[src/hdl/fqpd_pkg.sv]
// shared types, codes and default sizes of the four-queue priority dispatcher
package fqpd_pkg;

   localparam int unsigned QUEUE_DEPTH   = 16;
   localparam int unsigned PRIORITY_BITS = 8;
   localparam int unsigned ID_BITS       = 16;
   localparam int unsigned NUM_QUEUES    = 4;

   localparam logic CMD_INSERT = 1'b0;
   localparam logic CMD_REMOVE = 1'b1;

   localparam logic [1:0] STATUS_OK    = 2'd0;
   localparam logic [1:0] STATUS_EMPTY = 2'd1;
   localparam logic [1:0] STATUS_FULL  = 2'd2;

   typedef struct packed {
      logic        command;
      logic [15:0] process_id;
      logic [7:0]  priority_req;
      logic        real_time;
      logic [1:0]  queue_select;
   } req_type;

   typedef struct packed {
      logic [1:0]  queue_used;
      logic [15:0] out_process_id;
      logic [7:0]  out_priority;
      logic [1:0]  status;
      logic [4:0]  queue_length;
   } rsp_type;

endpackage

[src/hdl/fqpd_ram.sv]
// generic simple dual-port ram, one write port and one registered read port
module fqpd_ram #(
   parameter int unsigned WIDTH = 24,
   parameter int unsigned DEPTH = 64
) (
   input  logic                     clock,
   input  logic                     wr_en,
   input  logic [$clog2(DEPTH)-1:0] wr_addr,
   input  logic [WIDTH-1:0]         wr_data,
   input  logic [$clog2(DEPTH)-1:0] rd_addr,
   output logic [WIDTH-1:0]         rd_data
);

   logic [WIDTH-1:0] mem [DEPTH];
   logic [WIDTH-1:0] rd_data_ff;

   always_ff @(posedge clock) begin
      if (wr_en) begin
         mem[wr_addr] <= wr_data;
      end
      rd_data_ff <= mem[rd_addr];
   end

   assign rd_data = rd_data_ff;

endmodule

[src/hdl/four_queue_priority_dispatcher_top.sv]
// top level of the four-queue priority dispatcher: control, queue lengths and entry memory
//
// Four sorted queues share one entry memory; each queue owns QUEUE_DEPTH consecutive slots
// kept in priority order with the head at slot 0, and the queue lengths sit in flip-flops.
// A command is taken when start is high and busy is low. An insert walks from the tail of the
// chosen queue toward the head, one memory read and one write per cycle, moving each entry
// of larger priority up by one slot, and busy stays high until the new entry is written. A
// remove streams the queue through the memory to close the gap at the head and keeps busy
// high until the queue has been streamed. An insert into a full queue or a remove from an
// empty one is answered without touching the memory and busy stays low. Every command gives
// exactly one transaction on rsp_item, shown for one cycle with rsp_strobe high, in the cycle
// in which busy drops or, when busy stayed low, in the cycle after the command is taken; the
// receiver cannot stall, and the next command may be started in that same cycle. The memory
// needs no clearing after reset.
module four_queue_priority_dispatcher_top #(
   parameter int unsigned QUEUE_DEPTH   = fqpd_pkg::QUEUE_DEPTH,
   parameter int unsigned PRIORITY_BITS = fqpd_pkg::PRIORITY_BITS,
   parameter int unsigned ID_BITS       = fqpd_pkg::ID_BITS
) (
   input  logic              clock,
   input  logic              reset,
   input  logic              start,
   output logic              busy,
   input  fqpd_pkg::req_type req_item,
   output logic              rsp_strobe,
   output fqpd_pkg::rsp_type rsp_item
);

   localparam int unsigned IDX_W   = $clog2(QUEUE_DEPTH);
   localparam int unsigned LEN_W   = $clog2(QUEUE_DEPTH + 1);
   localparam int unsigned ENTRY_W = PRIORITY_BITS + ID_BITS;
   localparam int unsigned ADDR_W  = IDX_W + 2;
   localparam int unsigned RAM_D   = fqpd_pkg::NUM_QUEUES << IDX_W;

   typedef enum logic [1:0] {
      ST_IDLE,
      ST_INSERT,
      ST_REMOVE
   } state_type;

   state_type            state_ff;
   logic [1:0]           q_ff;
   logic [IDX_W-1:0]     idx_ff;
   logic [ENTRY_W-1:0]   new_entry_ff;
   logic [ENTRY_W-1:0]   head_ff;
   logic [LEN_W-1:0]     len_ff [fqpd_pkg::NUM_QUEUES];
   logic                 rsp_strobe_ff;
   fqpd_pkg::rsp_type    rsp_item_ff;

   logic                 accept;
   logic [1:0]           pair_base;
   logic [1:0]           q_ins;
   logic [1:0]           q_acc;
   logic [LEN_W-1:0]     len_acc;
   logic [LEN_W-1:0]     len_cur;
   logic [ENTRY_W-1:0]   rd_data;
   logic [ENTRY_W-1:0]   head_sel;
   logic [PRIORITY_BITS-1:0] rd_prio;
   logic [PRIORITY_BITS-1:0] new_prio;
   logic                 shift;
   logic                 last;
   logic                 wr_en;
   logic [ADDR_W-1:0]    wr_addr;
   logic [ENTRY_W-1:0]   wr_data;
   logic [ADDR_W-1:0]    rd_addr;

   assign accept    = start && !busy;
   assign busy      = (state_ff != ST_IDLE);
   assign pair_base = {req_item.real_time, 1'b0};
   // second queue of the pair only when strictly shorter
   assign q_ins     = (len_ff[pair_base | 2'd1] < len_ff[pair_base]) ?
                      (pair_base | 2'd1) : pair_base;
   assign q_acc     = (req_item.command == fqpd_pkg::CMD_INSERT) ? q_ins : req_item.queue_select;
   assign len_acc   = len_ff[q_acc];
   assign len_cur   = len_ff[q_ff];

   assign rd_prio   = rd_data[ENTRY_W-1:ID_BITS];
   assign new_prio  = new_entry_ff[ENTRY_W-1:ID_BITS];
   // strictly greater moves up, equal stays ahead to keep arrival order
   assign shift     = (idx_ff != '0) && (rd_prio > new_prio);
   assign last      = (LEN_W'(idx_ff) == len_cur - LEN_W'(1));
   assign head_sel  = (idx_ff == '0) ? rd_data : head_ff;

   always_comb begin
      wr_en   = 1'b0;
      wr_addr = {q_ff, idx_ff};
      wr_data = rd_data;
      rd_addr = {q_ff, IDX_W'(idx_ff + IDX_W'(1))};
      case (state_ff)
         ST_IDLE: begin
            if (req_item.command == fqpd_pkg::CMD_INSERT) begin
               rd_addr = {q_acc, IDX_W'(len_acc - LEN_W'(1))};
            end else begin
               rd_addr = {q_acc, IDX_W'(0)};
            end
         end
         ST_INSERT: begin
            wr_en   = 1'b1;
            wr_data = shift ? rd_data : new_entry_ff;
            rd_addr = {q_ff, IDX_W'(idx_ff - IDX_W'(2))};
         end
         ST_REMOVE: begin
            // idx_ff is the slot whose data arrives now; it moves down one slot
            wr_en   = (idx_ff != '0);
            wr_addr = {q_ff, IDX_W'(idx_ff - IDX_W'(1))};
         end
         default: begin
            wr_en = 1'b0;
         end
      endcase
   end

   fqpd_ram #(
      .WIDTH (ENTRY_W),
      .DEPTH (RAM_D)
   ) u_entry_store (
      .clock   (clock),
      .wr_en   (wr_en),
      .wr_addr (wr_addr),
      .wr_data (wr_data),
      .rd_addr (rd_addr),
      .rd_data (rd_data)
   );

   always_ff @(posedge clock) begin
      if (reset) begin
         state_ff      <= ST_IDLE;
         rsp_strobe_ff <= 1'b0;
         for (int i = 0; i < fqpd_pkg::NUM_QUEUES; i++) begin
            len_ff[i] <= '0;
         end
      end else begin
         rsp_strobe_ff <= 1'b0;
         case (state_ff)
            ST_IDLE: begin
               if (accept) begin
                  q_ff         <= q_acc;
                  new_entry_ff <= {PRIORITY_BITS'(req_item.priority_req),
                                   ID_BITS'(req_item.process_id)};
                  rsp_item_ff.queue_used     <= q_acc;
                  rsp_item_ff.out_process_id <= '0;
                  rsp_item_ff.out_priority   <= '0;
                  if (req_item.command == fqpd_pkg::CMD_INSERT) begin
                     if (len_acc == LEN_W'(QUEUE_DEPTH)) begin
                        rsp_strobe_ff            <= 1'b1;
                        rsp_item_ff.status       <= fqpd_pkg::STATUS_FULL;
                        rsp_item_ff.queue_length <= 5'(len_acc);
                     end else begin
                        idx_ff   <= IDX_W'(len_acc);
                        state_ff <= ST_INSERT;
                     end
                  end else begin
                     if (len_acc == '0) begin
                        rsp_strobe_ff            <= 1'b1;
                        rsp_item_ff.status       <= fqpd_pkg::STATUS_EMPTY;
                        rsp_item_ff.queue_length <= '0;
                     end else begin
                        idx_ff   <= '0;
                        state_ff <= ST_REMOVE;
                     end
                  end
               end
            end
            ST_INSERT: begin
               if (shift) begin
                  idx_ff <= idx_ff - IDX_W'(1);
               end else begin
                  len_ff[q_ff]             <= len_cur + LEN_W'(1);
                  rsp_strobe_ff            <= 1'b1;
                  rsp_item_ff.status       <= fqpd_pkg::STATUS_OK;
                  rsp_item_ff.queue_length <= 5'(len_cur + LEN_W'(1));
                  state_ff                 <= ST_IDLE;
               end
            end
            ST_REMOVE: begin
               if (idx_ff == '0) begin
                  head_ff <= rd_data;
               end
               if (last) begin
                  len_ff[q_ff]               <= len_cur - LEN_W'(1);
                  rsp_strobe_ff              <= 1'b1;
                  rsp_item_ff.out_process_id <= 16'(head_sel[ID_BITS-1:0]);
                  rsp_item_ff.out_priority   <= 8'(head_sel[ENTRY_W-1:ID_BITS]);
                  rsp_item_ff.status         <= fqpd_pkg::STATUS_OK;
                  rsp_item_ff.queue_length   <= 5'(len_cur - LEN_W'(1));
                  state_ff                   <= ST_IDLE;
               end else begin
                  idx_ff <= idx_ff + IDX_W'(1);
               end
            end
            default: begin
               state_ff <= ST_IDLE;
            end
         endcase
      end
   end

   assign rsp_strobe = rsp_strobe_ff;
   assign rsp_item   = rsp_item_ff;

endmodule

[config.mk]
export PLATFORM = sky130hd
export DESIGN_NAME = four_queue_priority_dispatcher_top
export DESIGN_NICKNAME = d
export VERILOG_FILES = /design/src/hdl/fqpd_pkg.sv /design/src/hdl/fqpd_ram.sv /design/src/hdl/four_queue_priority_dispatcher_top.sv
export SDC_FILE = /design/constraint.sdc
export NUM_CORES = 2
export LEC_CHECK = 0
export BUFFER_PORTS_ARGS = -buffer_cell sky130_fd_sc_hd__buf_4
export CORE_UTILIZATION = 68
export CTS_BUF_LIST = sky130_fd_sc_hd__clkbuf_8 sky130_fd_sc_hd__clkbuf_16
export DETAILED_ROUTE_END_ITERATION = 10
export GPL_TIMING_DRIVEN = 0
export PLACE_DENSITY_LB_ADDON = 0.2
export SLEW_MARGIN = 30
export SYNTH_ARGS = -nofsm -noshare
export SYNTH_HDL_FRONTEND = slang
export SYNTH_SLANG_ARGS = --single-unit
[constraint.sdc]
create_clock -name clock -period 11 [get_ports clock]
set_input_delay 1.1 -clock clock [delete_from_list [all_inputs] [get_ports clock]]
set_output_delay 1.1 -clock clock [all_outputs]
set_load 0.03 [all_outputs]
==> results.md <==
* Crit-path slowest cell: a22oi_1
* Pin count of the biggest net entering global routing at 65
* Worst reg-to-reg setup slack at 3590 ps
* Placed Instance Area at 0.0732 mm2
* Setup TNS at 0 ps
* Synth unique cells at 65
* Sw Ratio at 35.6%
* Cell Rows at 116
* GR peak layer: met2
* CP max stage delay at 830 ps
* Met1 GRT Util at 45.6%
* # resized after CTS at 0
* Syn nets at 3837
* CP Launch Point: req_item[2]
* Fin Clk Skew at 29.1 ps
* Worst R2R Start: len_ff[3][4]$_DFFE_PP_
* Initial antenna violation count at 2
* Worst-path clk slew at 60 ps
* Tmin final at 7850 ps
* Skew-Pair Late Insertion Delay at 780 ps
* Max-slew violation count at 0
* 1st-iter DRT viols at 4491
* Post-route ant nets at 0
* WL final at 175000 um
* Synth Instances at 3781
* Crit. End Element: flip-flop
* Final instance area at 0.0782 mm2
* Setup Viol. Count Final at 0
* Placer Congestion at 1.03
* WP data required at 11530 ps
* Post-Place Cells at 5226
* Deepest clock path buffer count at 3
* Top_reg_cell synth: edfxtp_1
* Worst r2r dst: u_entry_store.rd_data[8]$_DFF_P_
* Post-synth EDFFs at 1641
* Cell leakage power at 28.8 nW
* Maximum vdd ir drop at 0.240 mV
* Internal power at 13.9 mW
* CTS Buf Count at 161
* Remaining Overflow, GRT at 0
* Die width at 319 um
* Final Hold Viols at 0
* CTS tree: done
* H-tree levels at 4
* Post-DR wirelength/cell at 31.8 um
* Synth Area per Inst at 18.1 um2
* Post-route DRC at 0
* Gate power share at 37.3%
* Fmax at 0.127 GHz
* Critical path depth at 20
* Fin crit share at 71.4%
* Post-CTS Hold Buffers at 0
* Largest delay share family, worst path: buffers and inverters
* Worst reg2reg path depth at 18
* Die H at 319 um
* DR pass1 iterations at 6
* Nets at 4147
* Crit path capture: u_entry_store.rd_data[8]$_DFF_P_
* Most frequent cells in the layout: edfxtp_1 (1641), mux2i_1 (1170), mux2_2 (222)
* Clock power frac at 24.5%
* Warnings from Yosys at 0
* Die area at 0.102 mm2
* Commonest non-fill, non-tap cell in the layout: edfxtp_1
* Async set-or-reset flop fraction in the synthesized netlist at 0%
* CP cell instances: buf_4 -> buf_2 -> mux2_2 -> ha_1 -> a211oi_1 -> a21oi_1 -> a41oi_2 -> clkbuf_1 -> a211oi_1 -> a31oi_1 -> inv_1 -> ha_1 -> o221ai_1 -> buf_2 -> clkbuf_1 -> buf_1 -> mux2i_1 -> mux2_2 -> a22oi_1 -> nand4_1
* Layout cells sized above 1 at 19.7%
* Sequential cell area fraction in the yosys report at 72.7%
* Grt met2 use at 54.9%
* Global Route Usage Sum at 34.6%
* HPWL after DPL at 115000 um
* Port buffer count at 64
* FILL cells at 5244
* Finished Layout Cells at 5513
* Part of the power in registers at 38.2%
* Unrepaired setup endpoints after global routing: false
* Setup bufs post-CTS at 0
* Root buf cell: clkbuf_16
* Slew Limit Headroom at 25.9%
* Vias after detailed routing at 36421
* Slew @ Worst Pin at 1110 ps
* CP arrival at 8380 ps
* Hold Crit Class: input pin to flip-flop
* Number of synthesized register bits at 1670
* Vias per std cell at 6.61
* Starting Density at 68.5%
* Area delta synth->final at 14.1%
* Switch Pwr at 7.69 mW
* Worst setup SP type: input pin
* Status: completed
* Critical Path Fanout Max at 10
* Critical path class: input pin to flip-flop
* Wire length of the first global-routing pass at 247000 um
* Worst hold slack at 495 ps
* TritonCTS Sinks at 1670
* Mapped Area at 0.0685 mm2
* Core Util, Final at 78.2%
* GRT met3 Usage at 6.72%
* MaxCap Viol Count at 0
* Vias in the first global route at 36353
* WP buf/inv at 7
* Number of top-level pins at 66
* Core ar. at 0.100 mm2
* Pwr/cell area at 276 mW/mm2
kinds of logic after synthesis:
family	synth area share, %
adders and majority gates	0.456
muxes	21.3
AOI/OAI and AO/OA	1.91
xor gates and xnor gates	0.319
and+or+nand+nor	1.66
DFF	72.7
buffers and inverters	1.61
metal layers:
metal  part of all wire, %  vias up
li1                      -    15543
met1                    37    18545
met2                    47     1913
met3                   9.2      420
met4                   6.1        0
met5                     0        -
synthesized netlist by cell type, drive strengths merged, types with 2 or more instances:
| cell type | n | area share, % |
|---|---|---|
| a2111oi | 2 | 0.027 |
| a211oi | 4 | 0.044 |
| a21o | 6 | 0.066 |
| a21oi | 9 | 0.066 |
| a221oi | 3 | 0.038 |
| a22o | 4 | 0.051 |
| a22oi | 101 | 1.1 |
| a31oi | 3 | 0.027 |
| a32oi | 2 | 0.026 |
| and2 | 29 | 0.26 |
| and3 | 5 | 0.046 |
| buf | 151 | 1.2 |
| clkbuf | 41 | 0.23 |
| dfxtp | 29 | 0.85 |
| edfxtp | 1641 | 72 |
| ha | 25 | 0.46 |
| inv | 31 | 0.17 |
| mux2 | 245 | 4.0 |
| mux2i | 1171 | 17 |
| mux4 | 5 | 0.16 |
| nand2 | 46 | 0.25 |
| nand2b | 5 | 0.057 |
| nand3 | 5 | 0.037 |
| nand3b | 2 | 0.022 |
| nand4 | 26 | 0.24 |
| nor2 | 94 | 0.51 |
| nor2b | 7 | 0.064 |
| nor3 | 12 | 0.088 |
| nor3b | 2 | 0.022 |
| o211ai | 3 | 0.033 |
| o21a | 3 | 0.033 |
| o21ai | 17 | 0.12 |
| o221ai | 2 | 0.026 |
| o22ai | 4 | 0.046 |
| o311ai | 2 | 0.026 |
| o31ai | 2 | 0.029 |
| o32ai | 2 | 0.026 |
| or3 | 2 | 0.018 |
| xnor2 | 15 | 0.19 |
| xor2 | 10 | 0.13 |
worst min-delay path by stage:
stage,start,to,slack (ps),depth (start not counted)
after floorplan,state_ff[1]$_SDFFE_PP0P_,state_ff[1]$_SDFFE_PP0P_,510,2
after global placement,state_ff[1]$_SDFFE_PP0P_,state_ff[1]$_SDFFE_PP0P_,550,2
after detailed placement,state_ff[1]$_SDFFE_PP0P_,state_ff[1]$_SDFFE_PP0P_,560,2
after CTS,req_item[15],new_entry_ff[4]$_DFFE_PP_,460,1
after global routing,req_item[15],new_entry_ff[4]$_DFFE_PP_,490,1
final,req_item[20],new_entry_ff[9]$_DFFE_PP_,500,1
sequential cells by signal, indices dropped and copies added, names as in the netlist, named ones only:
| name | count |
|---|---|
| state_ff | 2 |
| new_entry_ff | 24 |
| u_entry_store.mem | 1536 |
| rsp_item | 33 |
| idx_ff | 4 |
| head_ff | 24 |
| rsp_strobe | 1 |
| len_ff | 20 |
| u_entry_store.rd_data | 24 |
power groups by stage:
stage	clock network, mW	registers [mW]	logic, mW
after global placement	0	8.46	7.47
after floorplan	0	8.39	4.74
after CTS	5.31	8.25	7.92
after detailed placement	0	8.38	7.85
final	5.29	8.26	8.07
after global routing	5.56	8.26	8.24
area by class of cell:
cell class              instances  area, um2  area share, %
flip-flops and latches       1670      49900           63.8
repair buffers                147       2380           3.04
inverters                      32        120          0.154
clock buffers                 172       4240           5.42
well taps                    1298       1620           2.08
multi-input cells            1887      18200           23.3
diodes                          3       7.51        0.00960
clock inverters               112        788           1.01
plain buffers                 192        990           1.27
stage by stage:
step	worst slack (ps)	power, mW
2_1_floorplan	4420	13.1
3_3_place_gp	307	15.9
3_5_place_dp	2920	16.2
4_1_cts	3700	21.5
5_1_grt	3190	22.1
6_report	3150	21.6
Power figures use the tool's default switching activity.
